## src/hdl/wdbd_pkg.sv

```systemverilog
`default_nettype none
// ----------------------------------------------------------------------------
// wdbd_pkg: shared types and constants for the working-day counter
// calendar tables, field widths, sequencer states and reciprocal constants
// ----------------------------------------------------------------------------
package wdbd_pkg;

    localparam int YEAR_W  = 12;
    localparam int MONTH_W = 4;
    localparam int DAY_W   = 5;
    localparam int MASK_W  = 7;
    localparam int COUNT_W = 17;
    localparam int WD_W    = 3;

    // shifted year, day numbers and spans
    localparam int YS_W  = 13;
    localparam int NUM_W = 21;
    localparam int MS_W  = 4;
    localparam int Q100_W = 6;

    // shared multiplier
    localparam int MUL_W  = 22;
    localparam int PROD_W = 2 * MUL_W;

    localparam int IN_W  = 2 * (YEAR_W + MONTH_W + DAY_W);
    localparam int IN_TDATA_W  = ((IN_W + 7) / 8) * 8;
    localparam int OUT_TDATA_W = ((COUNT_W + 7) / 8) * 8;
    localparam int DATE_W = YEAR_W + MONTH_W + DAY_W;

    // x / 100 = (x * RECIP_100) >> SHIFT_100, exact for x below 8192
    localparam logic [MUL_W-1:0] RECIP_100 = MUL_W'(5243);
    localparam int SHIFT_100 = 19;
    // x / 7 = (x * RECIP_7) >> SHIFT_7, exact for x below 2**21
    localparam logic [MUL_W-1:0] RECIP_7 = MUL_W'(2396746);
    localparam int SHIFT_7 = 24;
    localparam logic [MUL_W-1:0] DAYS_PER_YEAR = MUL_W'(365);

    localparam logic [YS_W-1:0]  YEAR_SHIFT = YS_W'(400);
    localparam logic [NUM_W-1:0] WD_OFFSET  = NUM_W'(3);
    localparam logic [COUNT_W-1:0] COUNT_MAX = '1;
    localparam logic [MASK_W-1:0]  MASK_RESET = MASK_W'(96);

    // one-hot sequencer states
    typedef enum logic [12:0] {
        ST_IDLE   = 13'b0000000000001,
        ST_YDIV   = 13'b0000000000010,
        ST_CLAMP  = 13'b0000000000100,
        ST_YSDIV  = 13'b0000000001000,
        ST_YS365  = 13'b0000000010000,
        ST_NUM    = 13'b0000000100000,
        ST_WK     = 13'b0000001000000,
        ST_WKR    = 13'b0000010000000,
        ST_SPAN   = 13'b0000100000000,
        ST_Q7     = 13'b0001000000000,
        ST_MULW   = 13'b0010000000000,
        ST_REM    = 13'b0100000000000,
        ST_FINISH = 13'b1000000000000
    } wdbd_state_t;

    // length of a month that is not february, month 1..12
    function automatic logic [DAY_W-1:0] month_len(input logic [MONTH_W-1:0] m);
        logic [DAY_W-1:0] len;
        begin
            case (m)
                4'd4, 4'd6, 4'd9, 4'd11: len = DAY_W'(30);
                4'd2:                    len = DAY_W'(28);
                default:                 len = DAY_W'(31);
            endcase
            return len;
        end
    endfunction

    // days before month ms of a year starting in march, (153*ms+2)/5
    function automatic logic [8:0] march_offset(input logic [MS_W-1:0] ms);
        logic [8:0] ofs;
        begin
            case (ms)
                4'd0:    ofs = 9'd0;
                4'd1:    ofs = 9'd31;
                4'd2:    ofs = 9'd61;
                4'd3:    ofs = 9'd92;
                4'd4:    ofs = 9'd122;
                4'd5:    ofs = 9'd153;
                4'd6:    ofs = 9'd184;
                4'd7:    ofs = 9'd214;
                4'd8:    ofs = 9'd245;
                4'd9:    ofs = 9'd275;
                4'd10:   ofs = 9'd306;
                4'd11:   ofs = 9'd337;
                default: ofs = 9'd0;
            endcase
            return ofs;
        end
    endfunction

endpackage
`default_nettype wire

```

## src/hdl/wdbd_mul.sv

```systemverilog
`default_nettype none
// ----------------------------------------------------------------------------
// wdbd_mul: shared multiplier
// unsigned product of two operands, registered for use in the next cycle
// ----------------------------------------------------------------------------
module wdbd_mul (
    input  wire logic                         aclk,
    input  wire logic [wdbd_pkg::MUL_W-1:0]   mul_a,
    input  wire logic [wdbd_pkg::MUL_W-1:0]   mul_b,
    output logic      [wdbd_pkg::PROD_W-1:0]  prod
);
    import wdbd_pkg::*;

    logic [PROD_W-1:0] prod_reg;

    always_ff @(posedge aclk) begin
        prod_reg <= PROD_W'(mul_a) * PROD_W'(mul_b);
    end

    assign prod = prod_reg;

endmodule
`default_nettype wire

```

## src/hdl/working_days_between_dates.sv

```systemverilog
`default_nettype none
// ----------------------------------------------------------------------------
// working_days_between_dates: counts non-weekend days from start to end date
// dates go to day numbers and the span is split into whole weeks and leftover
// ----------------------------------------------------------------------------
// an empty span skips the week split; otherwise the leftover days (0..6) are walked
// one item in work at a time: s_tready is high only in idle
// each item makes up to nine passes through the shared multiplier, then the leftover-day walk
// a finished result waits in the output register while the next item enters
// reset (aresetn low, synchronous) returns to idle, drops m_tvalid and sets
// the weekend mask to friday and saturday
module working_days_between_dates (
    input  wire logic                              aclk,
    input  wire logic                              aresetn,
    // configuration: weekend mask, bit n marks weekday n (0 sunday)
    input  wire logic                              cfg_we,
    input  wire logic [wdbd_pkg::MASK_W-1:0]       cfg_wdata,
    // input dates
    input  wire logic                              s_tvalid,
    output logic                                   s_tready,
    // start_year, start_month, start_day, end_year, end_month, end_day
    input  wire logic [wdbd_pkg::IN_TDATA_W-1:0]   s_tdata,
    // result
    output logic                                   m_tvalid,
    input  wire logic                              m_tready,
    // working_days
    output logic      [wdbd_pkg::OUT_TDATA_W-1:0]  m_tdata
);
    import wdbd_pkg::*;

    wdbd_state_t state_reg, state_next;

    logic [MASK_W-1:0]  mask_reg;
    logic [IN_W-1:0]    in_reg;
    logic               sel_reg, sel_next;     // 0 start date, 1 end date
    logic [YS_W-1:0]    ys_reg, ys_next;
    logic [MS_W-1:0]    ms_reg, ms_next;
    logic [DAY_W-1:0]   d_reg, d_next;
    logic [Q100_W-1:0]  q100_reg, q100_next;
    logic [NUM_W-1:0]   sn_reg, sn_next;
    logic [NUM_W-1:0]   en_reg, en_next;
    logic [NUM_W-1:0]   span_reg, span_next;
    logic [WD_W-1:0]    wd_reg, wd_next;
    logic [WD_W-1:0]    rem_reg, rem_next;
    logic [NUM_W-1:0]   count_reg, count_next;
    logic               m_tvalid_reg, m_tvalid_next;
    logic [COUNT_W-1:0] m_data_reg, m_data_next;

    logic [MUL_W-1:0]   mul_a, mul_b;
    logic [PROD_W-1:0]  prod;

    // fields of the date in work
    logic [DATE_W-1:0]  date_cur;
    logic [YEAR_W-1:0]  y_cur;
    logic [MONTH_W-1:0] m_raw, m_clamp;
    logic [DAY_W-1:0]   d_raw, d_clamp, len;
    logic [Q100_W-1:0]  y_q100;
    logic [YEAR_W-1:0]  y_r100;
    logic               leap;
    logic [NUM_W-1:0]   num;
    logic [NUM_W-1:0]   wd_x;
    logic [NUM_W-1:0]   quot7;
    logic [NUM_W-1:0]   diff7;
    logic [WD_W-1:0]    per_week;

    wdbd_mul u_mul (
        .aclk  (aclk),
        .mul_a (mul_a),
        .mul_b (mul_b),
        .prod  (prod)
    );

    // start date sits in the low half, end date in the high half
    assign date_cur = sel_reg ? in_reg[IN_W-1:DATE_W] : in_reg[DATE_W-1:0];
    assign y_cur    = date_cur[YEAR_W-1:0];
    assign m_raw    = date_cur[YEAR_W+MONTH_W-1:YEAR_W];
    assign d_raw    = date_cur[DATE_W-1:YEAR_W+MONTH_W];

    // leap rule from y/100 out of the multiplier
    assign y_q100 = prod[SHIFT_100+Q100_W-1:SHIFT_100];
    assign y_r100 = y_cur - YEAR_W'(y_q100) * YEAR_W'(100);
    assign leap   = ((y_cur[1:0] == 2'b00) && (y_r100 != '0))
                 || ((y_r100 == '0) && (y_q100[1:0] == 2'b00));

    // out-of-range months and days are pulled to the nearest valid value
    always_comb begin
        if (m_raw == '0) begin
            m_clamp = MONTH_W'(1);
        end else if (m_raw > MONTH_W'(12)) begin
            m_clamp = MONTH_W'(12);
        end else begin
            m_clamp = m_raw;
        end
        if (m_clamp == MONTH_W'(2)) begin
            len = leap ? DAY_W'(29) : DAY_W'(28);
        end else begin
            len = month_len(m_clamp);
        end
        if (d_raw == '0) begin
            d_clamp = DAY_W'(1);
        end else if (d_raw > len) begin
            d_clamp = len;
        end else begin
            d_clamp = d_raw;
        end
    end

    // day number once 365*ys is in the multiplier
    assign num = prod[NUM_W-1:0] + NUM_W'(ys_reg >> 2) - NUM_W'(q100_reg)
               + NUM_W'(q100_reg >> 2) + NUM_W'(march_offset(ms_reg))
               + NUM_W'(d_reg) - NUM_W'(1);

    // weekday of the start date is (day number + 3) mod 7
    assign wd_x  = sn_reg + WD_OFFSET;
    assign quot7 = NUM_W'(prod[PROD_W-1:SHIFT_7]);
    assign diff7 = (state_reg == ST_WKR) ? wd_x : span_reg;

    // working days in a whole week
    assign per_week = WD_W'($countones(~mask_reg));

    // shared multiplier operand selection
    always_comb begin
        mul_a = '0;
        mul_b = '0;
        case (state_reg)
            ST_YDIV: begin
                mul_a = MUL_W'(y_cur);
                mul_b = RECIP_100;
            end
            ST_YSDIV: begin
                mul_a = MUL_W'(ys_reg);
                mul_b = RECIP_100;
            end
            ST_YS365: begin
                mul_a = MUL_W'(ys_reg);
                mul_b = DAYS_PER_YEAR;
            end
            ST_WK: begin
                mul_a = MUL_W'(wd_x);
                mul_b = RECIP_7;
            end
            ST_SPAN: begin
                mul_a = MUL_W'(en_reg - sn_reg);
                mul_b = RECIP_7;
            end
            ST_Q7: begin
                mul_a = MUL_W'(quot7);
                mul_b = MUL_W'(per_week);
            end
            default: begin
                mul_a = '0;
                mul_b = '0;
            end
        endcase
    end

    // sequencer
    always_comb begin
        state_next    = state_reg;
        sel_next      = sel_reg;
        ys_next       = ys_reg;
        ms_next       = ms_reg;
        d_next        = d_reg;
        q100_next     = q100_reg;
        sn_next       = sn_reg;
        en_next       = en_reg;
        span_next     = span_reg;
        wd_next       = wd_reg;
        rem_next      = rem_reg;
        count_next    = count_reg;
        m_tvalid_next = m_tvalid_reg;
        m_data_next   = m_data_reg;

        if (m_tvalid_reg && m_tready) begin
            m_tvalid_next = 1'b0;
        end

        case (state_reg)
            ST_IDLE: begin
                if (s_tvalid) begin
                    sel_next   = 1'b0;
                    state_next = ST_YDIV;
                end
            end
            ST_YDIV: begin
                state_next = ST_CLAMP;
            end
            ST_CLAMP: begin
                // january and february belong to the year before
                d_next = d_clamp;
                if (m_clamp <= MONTH_W'(2)) begin
                    ys_next = YS_W'(y_cur) + YEAR_SHIFT - YS_W'(1);
                    ms_next = m_clamp + MS_W'(9);
                end else begin
                    ys_next = YS_W'(y_cur) + YEAR_SHIFT;
                    ms_next = m_clamp - MS_W'(3);
                end
                state_next = ST_YSDIV;
            end
            ST_YSDIV: begin
                state_next = ST_YS365;
            end
            ST_YS365: begin
                q100_next  = prod[SHIFT_100+Q100_W-1:SHIFT_100];
                state_next = ST_NUM;
            end
            ST_NUM: begin
                if (!sel_reg) begin
                    sn_next    = num;
                    state_next = ST_WK;
                end else begin
                    en_next    = num;
                    state_next = ST_SPAN;
                end
            end
            ST_WK: begin
                state_next = ST_WKR;
            end
            ST_WKR: begin
                wd_next    = WD_W'(diff7 - ((quot7 << 3) - quot7));
                sel_next   = 1'b1;
                state_next = ST_YDIV;
            end
            ST_SPAN: begin
                if (sn_reg >= en_reg) begin
                    count_next = '0;
                    rem_next   = '0;
                    state_next = ST_FINISH;
                end else begin
                    span_next  = en_reg - sn_reg;
                    state_next = ST_Q7;
                end
            end
            ST_Q7: begin
                rem_next   = WD_W'(diff7 - ((quot7 << 3) - quot7));
                state_next = ST_MULW;
            end
            ST_MULW: begin
                count_next = prod[NUM_W-1:0];
                state_next = ST_REM;
            end
            ST_REM: begin
                // leftover days, one per cycle from the start weekday
                if (rem_reg == '0) begin
                    state_next = ST_FINISH;
                end else begin
                    if (!mask_reg[wd_reg]) begin
                        count_next = count_reg + NUM_W'(1);
                    end
                    wd_next  = (wd_reg == WD_W'(6)) ? '0 : wd_reg + WD_W'(1);
                    rem_next = rem_reg - WD_W'(1);
                end
            end
            ST_FINISH: begin
                if (!m_tvalid_reg || m_tready) begin
                    m_tvalid_next = 1'b1;
                    m_data_next   = (count_reg > NUM_W'(COUNT_MAX))
                                  ? COUNT_MAX : count_reg[COUNT_W-1:0];
                    state_next    = ST_IDLE;
                end
            end
            default: begin
                state_next = ST_IDLE;
            end
        endcase
    end

    always_ff @(posedge aclk) begin
        if (!aresetn) begin
            state_reg    <= ST_IDLE;
            m_tvalid_reg <= 1'b0;
            mask_reg     <= MASK_RESET;
        end else begin
            state_reg    <= state_next;
            m_tvalid_reg <= m_tvalid_next;
            if (cfg_we) begin
                mask_reg <= cfg_wdata;
            end
        end
    end

    // datapath registers
    always_ff @(posedge aclk) begin
        if (s_tvalid && s_tready) begin
            in_reg <= s_tdata[IN_W-1:0];
        end
        sel_reg    <= sel_next;
        ys_reg     <= ys_next;
        ms_reg     <= ms_next;
        d_reg      <= d_next;
        q100_reg   <= q100_next;
        sn_reg     <= sn_next;
        en_reg     <= en_next;
        span_reg   <= span_next;
        wd_reg     <= wd_next;
        rem_reg    <= rem_next;
        count_reg  <= count_next;
        m_data_reg <= m_data_next;
    end

    assign s_tready = (state_reg == ST_IDLE);
    assign m_tvalid = m_tvalid_reg;
    assign m_tdata  = OUT_TDATA_W'(m_data_reg);

endmodule
`default_nettype wire
```

## config.mk

```make
export PLATFORM = sky130hd
export DESIGN_NAME = working_days_between_dates
export DESIGN_NICKNAME = d
export VERILOG_FILES = /design/src/hdl/wdbd_pkg.sv /design/src/hdl/wdbd_mul.sv /design/src/hdl/working_days_between_dates.sv
export SDC_FILE = /design/constraint.sdc
export NUM_CORES = 1
export LEC_CHECK = 0
export BUFFER_PORTS_ARGS = -buffer_cell sky130_fd_sc_hd__buf_2
export CAP_MARGIN = 15
export CORE_ASPECT_RATIO = 0.5
export CORE_MARGIN = 3
export CORE_UTILIZATION = 55
export CTS_BUF_LIST = sky130_fd_sc_hd__clkbuf_8
export CTS_CLUSTER_DIAMETER = 150
export DETAILED_ROUTE_END_ITERATION = 10
export PLACE_DENSITY = 0.76
export REMOVE_ABC_BUFFERS = 1
export SLEW_MARGIN = 20
export SYNTH_ARGS = -nofsm -noshare
export SYNTH_HDL_FRONTEND = slang
export SYNTH_SLANG_ARGS = --single-unit
```

## constraint.sdc

```tcl
create_clock -name aclk -period 11.5 [get_ports aclk]
set_input_delay 2.3 -clock aclk [delete_from_list [all_inputs] [get_ports aclk]]
set_output_delay 2.3 -clock aclk [all_outputs]
set_load 0.01 [all_outputs]
```

==> results of run 1 <==
## where the power goes
group,switching [µW],internal [µW]
clock,369,421
sequential,44.1,983
combinational,841,556
## metal layers
metal,global-route usage (%),vias up
met3,5.07,119
met4,8.67,0
met2,43.4,734
li1,-,8650
met1,37.8,9024
met5,0,-
## placed cells by master (no fill, tap or decap), drive strengths merged, types with 25 or more instances in the layout
cell type	count
xnor2	99
fa	255
a21o	41
nor3	39
nand3	35
conb	47
nand2	176
nor2	162
a21oi	84
edfxtp	160
dfxtp	74
buf	92
mux2i	25
o21ai	86
clkbuf	40
xor2	42
nand2b	33
inv	539
and2	31
ha	344
## how the worst max path moves through the flow
stage / startpoint / end / depth (start not counted)
after global routing: sn_reg[2]$_DFFE_PP_ / u_mul.prod[36]$_DFF_P_ / 33
after global placement: sn_reg[2]$_DFFE_PP_ / u_mul.prod[36]$_DFF_P_ / 32
final: sn_reg[2]$_DFFE_PP_ / u_mul.prod[26]$_DFF_P_ / 31
after CTS: sn_reg[1]$_DFFE_PP_ / u_mul.prod[36]$_DFF_P_ / 33
after floorplan: mask_reg[0]$_SDFFE_PN0P_ / u_mul.prod[36]$_DFF_P_ / 29
after detailed placement: sn_reg[1]$_DFFE_PP_ / u_mul.prod[36]$_DFF_P_ / 33
## final cells by class
cell class	count	area, µm²	share of cell area [%]
multi-input cells	1786	16500	61.5
flip-flops and latches	234	6290	23.4
inverters	527	1980	7.37
well taps	588	736	2.74
clock buffers	40	551	2.05
repair buffers	92	510	1.90
clock inverters	32	264	0.983
diodes	1	2.50	0.00932
## through the flow
step | hold WS, ns | setup slack [ns]
final | 0.531 | 1.61
after global routing | 0.564 | 1.19
after CTS | 0.537 | 1.79
after detailed placement | 0.521 | 1.84
after global placement | 0.504 | 1.96
after floorplan | 0.463 | 2.14
## cell families after synthesis
family,after synthesis
muxes,37
and+or+nand+nor,603
xor gates and xnor gates,141
DFF,234
adders and majority gates,599
AOI/OAI and AO/OA,359
buffers and inverters,576
other,2
## critical path, delay by kind of cell, from the launching register on
family                     cells  cell delay (ns)
xor gates and xnor gates       2             0.75
AOI/OAI and AO/OA              9             2.76
and+or+nand+nor                5             0.94
buffers and inverters          6             0.38
adders and majority gates      9             4.44
DFF                            1             0.44
==> qor.csv, run 1 <==
metric,value,unit
instances_no_fill,3300,
drv_slew,0,
m1WireLength,27600,µm
min-delay-start,mask_reg[1]$_SDFFE_PN0P_,
first_global_vias,18611,
met2WireLength,28300,µm
fillers,3734,
core,44100,µm²
worstMarginPinSlew,1.20,ns
fmax,101,MHz
max_cap_violations,0,
wl_per_cell,19.3,µm
regToRegSetupSlack,1.61,ns
synth_largest_area_cell,fa_1,
postRouteAntennaNets,0,
place_inst,3227,
synth_xor_area_share,4.97,%
cp-start-kind,flop,
ys_warn_count,0,
ir_drop,0.000239,V
hold_viol,0,
hpwl,53900,µm
syn_avg_cell_area,9.74,µm²
worstPathMaxFanout,7,
synth-seq-area-share,25.3,%
num_vias,18527,
relSlewSlack,20.2,%
power,3210,µW
setup_tns,0,ns
met3_length,5900,µm
h-tree-depth,2,
setup_violations,0,
place_area,26000,µm²
synth_top_family_by_area,adder cells,
dr.pass1.iters,5,
yosysMostFrequentCell,inv_1,
viasPerCell,5.61,
postLayoutCellArea,26900,µm²
portBuffers,72,
finalClockSkew,0.0194,ns
rsz0062_at_grt,no,
cts.clk_slew.worst_paths,0.06,ns
synth_ff_type,edfxtp_1,
powerDensity,120,nW/µm²
worst_path_max_delay_cell,fa_1,
r2r_start,sn_reg[2]$_DFFE_PP_,
path_common_cell,fa_1,
cts.sinks,234,
syn_inst,2551,
critPathArrivalTime,10.30,ns
syn_area,24800,µm²
routed.top_layer,met4,
holdBufCountCts,0,
drc,0,
hold_depth,2,
worstPathRequired,11.90,ns
gr-total-overflow,0,
start_util,56.4,%
synth-compound-area-share,9.48,%
r2r_cells,31,
hold_end,mask_reg[1]$_SDFFE_PN0P_,
place.gp.congestion,0.989,
ctsResizeCount,0,
die_area,47900,µm²
drive_gt1_share,7.41,%
postCtsSetupRepairBufs,0,
p_leak,0.0135,µW
yosys.area.top_type_share,20.6,%
die_w,307,µm
finalCritPeriodShare,86.0,%
synth_area_leaders,"fa_1 21%, edfxtp_1 19%, ha_1 17%",
syn_to_final_growth,8.11,%
antenna_found_initial,1,
synth_edf_count,160,
synth-seq-cells,234,
num_rows,54,
synthAdderAreaFrac,37.9,%
die_h,156,µm
muxShareOfSynthArea,1.61,%
nets,3339,
yosysUniqueCellTypes,86,
synth_common_cells,"526 x inv_1, 344 x ha_1, 255 x fa_1, 175 x nand2_1",
async_flop_share,0,%
cts_buffers,39,
grt_max_degree,44,
post-route-min-period,9.89,ns
status,"finished, final reports clean",
drt-total-wl,63800,µm
grt_first_pass_wirelength,101000,µm
clock_latency,0.58,ns
synthSimpleGateAreaFrac,11.8,%
cpPeakStageDelay,0.58,ns
largest_register_ffs,44,
endpoint_kind,flop,
grt_usage,27.1,%
criticalPathCategory,flop to flop,
cts-root-buf,clkbuf_8,
timing.rr.end,u_mul.prod[26]$_DFF_P_,
hp-class,flop to flop,
drtIter0Drc,1643,
pin_count,86,
cts_tree,yes,
clk_path_buf_depth,3,
fin_util,61.0,%
Note: power is estimated with default switching activity, not from simulation.
==> run 2: changes to the inputs <==
- SLEW_MARGIN: 20 -> 5
- clock period: 11.5 -> 11.96 ns (I/O delays scaled with it)
==> run 2 against run 1 <==
First-iteration DRC count is 8.8% higher. Global-route usage decreased by 0.45 points. Utilization decreased by 0.27 points. Critical endpoint unchanged. Largest power group unchanged.
==> qor.csv, run 2 (synthesis gave the netlist of run 1 again) <==
metric,value,unit,change
criticalPathCategory,flop to flop,,
nets,3336,,-0.090%
die_w,307,µm,unchanged
antenna_found_initial,2,,+1
die_area,47900,µm²,unchanged
portBuffers,72,,unchanged
start_util,56.4,%,unchanged
cp-start-kind,flop,,
whs,0.526,ns,-0.00485 ns
setup_tns,0,ns,unchanged
drtIter0Drc,1788,,+8.8%
final_common_cell,inv_1,,
drive_gt1_share,7.02,%,-0.40 points
num_rows,54,,unchanged
status,"finished, final reports clean",,
fmax,102,MHz,+0.63%
postRouteAntennaNets,0,,unchanged
gr-total-overflow,0,,unchanged
relSlewSlack,19.4,%,-0.85 points
h-tree-depth,2,,unchanged
crit_family,adder cells,,
path_depth,27,,-13%
fin_util,60.7,%,-0.27 points
finalClockSkew,0.0566,ns,+0.0372 ns
viasPerCell,5.62,,+0.14%
die_h,156,µm,unchanged
regToRegSetupSlack,2.13,ns,+0.52 ns
drv_slew,0,,unchanged
instances_no_fill,3298,,-0.061%
grt_first_pass_wirelength,99200,µm,-1.6%
cts_tree,yes,,
cts-root-buf,clkbuf_8,,
ctsResizeCount,0,,unchanged
worstMarginPinSlew,1.21,ns,+0.0127 ns
syn_to_final_growth,7.64,%,
largest_register_ffs,44,,unchanged
clock_latency,0.60,ns,+0.02 ns
place_inst,3224,,-0.093%
hold_viol,0,,unchanged
cts.clk_slew.worst_paths,0.07,ns,about the same
cts_buffers,38,,-2.6%
p_leak,0.0134,µW,-0.28%
rsz0062_at_grt,no,,
cpPeakStageDelay,1.08,ns,+0.50 ns
drc,0,,unchanged
grt_usage,26.7,%,-0.45 points
clk_path_buf_depth,3,,unchanged
drt-total-wl,63600,µm,-0.34%
hold_depth,2,,unchanged
num_vias,18541,,+0.076%
hpwl,53400,µm,-0.83%
endpoint_kind,flop,,
crit_buf_inv,5,,-1
first_global_vias,18476,,-0.73%
wl_per_cell,19.3,µm,-0.28%
worstPathMaxFanout,10,,+3
place.gp.congestion,0.994,,+0.51%
cts.sinks,234,,unchanged
post-route-min-period,9.83,ns,-0.0621 ns
setup_violations,0,,unchanged
postCtsSetupRepairBufs,0,,unchanged
dr.pass1.iters,6,,+1
r2r_cells,27,,-13%
ir_drop,0.000233,V,-2.7%
max_cap_violations,0,,unchanged
critPathArrivalTime,10.25,ns,-0.05 ns
worstPathRequired,12.38,ns,+0.48 ns
powerDensity,112,nW/µm²,-6.3%
core,44100,µm²,unchanged
finalCritPeriodShare,82.2,%,-3.8 points
path_common_cell,fa_1,,
hp-class,flop to flop,,
holdBufCountCts,0,,unchanged
grt_max_degree,44,,unchanged
pin_count,86,,unchanged
worst_path_max_delay_cell,o21ai_0,,
layout_common_cells,"542 x inv_1, 344 x ha_1, 255 x fa_1",,
-- run 2: cell types whose count changed in the layout (fill, tap and decap cells not counted), moves of 2 or more --
cell | previous run | this run
inv_1 | 536 | 542
diode_2 | 1 | 3
clkinv_2 | 9 | 5
bufinv_16 | 4 | 1
buf_4 | 20 | 18
-- run 2: final timing paths --
kind / endpoint / startpoint
max: u_mul.prod[26]$_DFF_P_ / state_reg[9]$_SDFFE_PN0P_
min: mask_reg[5]$_SDFFE_PN1P_ / mask_reg[5]$_SDFFE_PN1P_
max reg2reg: u_mul.prod[26]$_DFF_P_ / state_reg[9]$_SDFFE_PN0P_
min reg2reg: mask_reg[5]$_SDFFE_PN1P_ / mask_reg[5]$_SDFFE_PN1P_
-- run 2: area by class of cell --
class	instances	area, µm²
antenna	3	7.51
clock buffer	40	551
clock inverter	30	166
fill	3690	17300
inverter	527	1980
multi-input combinational	1786	16500
sequential	234	6290
tap	588	736
timing repair buffer	90	495
-- run 2: worst min-delay path, cell delays in order (launching register included) --
cell and delay (ns):
dfxtp_1 0.31, inv_1 0.08, o211ai_1 0.08
-- run 2: per-stage QoR --
stage | area (µm²) | setup slack [ns] | total power, µW
finish | 26700 | 2.13 | 3000
floorplan | 24800 | 2.60 | 1940
global route | 26700 | 1.70 | 3200
detailed placement | 26000 | 2.29 | 2300
global placement | 26000 | 2.39 | 2260
CTS | 26700 | 2.27 | 2990
-- run 2: report_power, final --
group	leakage (µW)	internal [µW]	switching, µW	total [µW]
combinational	0.0110	532	786	1320
clock	0.000426	336	354	690
sequential	0.00202	945	45.8	991
total	0.0134	1810	1180	3000
-- run 2: per-layer routing --
layer	vias up	share of wire [%]	track usage, %
li1	8620	-	-
met1	9045	43	38.1
met2	749	44	42.7
met3	125	9.6	4.07
met4	2	3.0	7.53
met5	-	0.025	0
==> run 3: changes to the inputs <==
- clock period: 11.96 -> 10.1 ns (I/O delays scaled with it)
==> run 3 against run 2 <==
Global-route usage rose by 0.60 points. Sequential share of layout area fell by 0.18 points. Sequential power rose by 19%. Critical path type unchanged. Critical endpoint is now u_mul.prod[41]$_DFF_P_. Clock skew fell by 0.029 ns.
==> qor.csv, run 3 (synthesis gave the netlist of run 1 again) <==
metric,value,unit,change
status,"finished, final reports clean",,
place.gp.congestion,1.02,,+2.8%
grt_first_pass_wirelength,102000,µm,+2.6%
max_cap_violations,0,,unchanged
antenna_found_initial,1,,-1
dr.pass1.iters,6,,unchanged
r2r_start,sn_reg[0]$_DFFE_PP_,,
num_vias,18569,,+0.15%
worstPathRequired,10.53,ns,-1.85 ns
h-tree-depth,2,,unchanged
drive_gt1_share,7.69,%,+0.67 points
finalCritPeriodShare,95.0,%,+13 points
path_common_cell,fa_1,,
finalClockSkew,0.0277,ns,-0.0289 ns
pin_count,86,,unchanged
criticalPathCategory,flop to flop,,
die_area,47900,µm²,unchanged
wl_per_cell,19.4,µm,+0.60%
viasPerCell,5.59,,-0.51%
die_w,307,µm,unchanged
ir_drop,0.000280,V,+20%
setup_violations,0,,unchanged
layout_common_cells,"542 x inv_1, 344 x ha_1, 255 x fa_1",,
gr-total-overflow,0,,unchanged
clock_latency,0.57,ns,-0.03 ns
grt_max_degree,44,,unchanged
post-route-min-period,9.59,ns,-0.240 ns
postCtsSetupRepairBufs,0,,unchanged
holdBufCountCts,0,,unchanged
postRouteAntennaNets,0,,unchanged
core,44100,µm²,unchanged
hold_viol,0,,unchanged
critPathArrivalTime,10.02,ns,-0.23 ns
hold_depth,2,,unchanged
p_leak,0.0136,µW,+0.88%
regToRegSetupSlack,0.51,ns,-1.62 ns
hpwl,54600,µm,+2.3%
setup_tns,0,ns,unchanged
nets,3359,,+0.69%
cts.clk_slew.worst_paths,0.07,ns,about the same
worst_path_max_delay_cell,fa_1,,
endpoint_kind,flop,,
fmax,104,MHz,+2.5%
worstMarginPinSlew,1.10,ns,-0.106 ns
relSlewSlack,26.0,%,+6.7 points
grt_usage,27.3,%,+0.60 points
drtIter0Drc,1655,,-7.4%
powerDensity,133,nW/µm²,+19%
final_common_cell,inv_1,,
largest_register_ffs,44,,unchanged
whs,0.534,ns,+0.00838 ns
num_rows,54,,unchanged
start_util,56.4,%,unchanged
cts.sinks,234,,unchanged
die_h,156,µm,unchanged
timing.rr.end,u_mul.prod[41]$_DFF_P_,,
cts_buffers,39,,+2.6%
min-delay-start,mask_reg[5]$_SDFFE_PN1P_,,
cp-start-kind,flop,,
r2r_cells,33,,+22%
worstPathMaxFanout,7,,-3
cts_tree,yes,,
portBuffers,72,,unchanged
drc,0,,unchanged
cpPeakStageDelay,0.58,ns,-0.50 ns
hold_end,mask_reg[5]$_SDFFE_PN1P_,,
first_global_vias,18850,,+2.0%
clk_path_buf_depth,3,,unchanged
rsz0062_at_grt,no,,
drv_slew,0,,unchanged
cts-root-buf,clkbuf_8,,
hp-class,flop to flop,,
syn_to_final_growth,8.46,%,
drt-total-wl,64400,µm,+1.3%
## run 3: layer usage
metal  up-vias  wire (µm)  track usage [%]
met3       138       6180             6.18
met5         -         13                0
met2       742      28100             42.7
li1       8668          -                -
met1      9019      27900             37.8
met4         2       2310             9.49
## run 3: worst max-delay path by stage
stage,startpoint,to,slack (ns),cells after the start
global placement,sn_reg[0]$_DFFE_PP_,u_mul.prod[36]$_DFF_P_,0.62,35
CTS,sn_reg[0]$_DFFE_PP_,u_mul.prod[36]$_DFF_P_,0.48,34
finish,sn_reg[0]$_DFFE_PP_,u_mul.prod[41]$_DFF_P_,0.51,33
global route,sn_reg[0]$_DFFE_PP_,u_mul.prod[32]$_DFF_P_,0.03,34
floorplan,mask_reg[0]$_SDFFE_PN0P_,u_mul.prod[36]$_DFF_P_,0.74,29
detailed placement,sn_reg[0]$_DFFE_PP_,u_mul.prod[41]$_DFF_P_,0.54,33
## run 3: area by class of cell
class | instances | area [µm²]
multi-input combinational | 1786 | 16500
sequential | 234 | 6290
inverter | 527 | 1980
fill | 3730 | 17100
timing repair buffer | 112 | 672
antenna | 1 | 2.50
tap | 588 | 736
clock buffer | 39 | 537
clock inverter | 33 | 199
## run 3: worst max-delay path: cells and delay by family, from the launching register on
| family | cells | cell delay, ns |
|---|---|---|
| buffers and inverters | 6 | 0.49 |
| adder cells (fa/ha/maj) | 10 | 4.59 |
| AO/OA/AOI/OAI | 14 | 3.52 |
| flip-flops | 1 | 0.48 |
| AND/OR/NAND/NOR | 3 | 0.35 |
## run 3: power by group
group	switching (µW)	leakage, µW	internal, µW
sequential	56.0	0.00202	1120
combinational	948	0.0111	644
clock	398	0.000427	415
## run 3: per-stage QoR
stage                     setup slack (ns)  area (µm²)  total power, µW  instances  util, %
after floorplan                      0.738       24800             2300       2547        -
after global placement               0.621       26200             2690       3245     59.4
after detailed placement             0.541       26200             2750       3245     59.4
after CTS                            0.484       26900             3580       3317     61.1
after global routing                0.0313       26900             3840       3319     61.2
final                                0.509       26900             3580       3320     61.2
## run 3: repair_timing
| item | in CTS | in global routing |
|---|---|---|
| endpoints found under the setup margin | 0 | 11 |
| hold endpoints to repair | 0 | 0 |
| gates resized for setup | 0 | 4 |
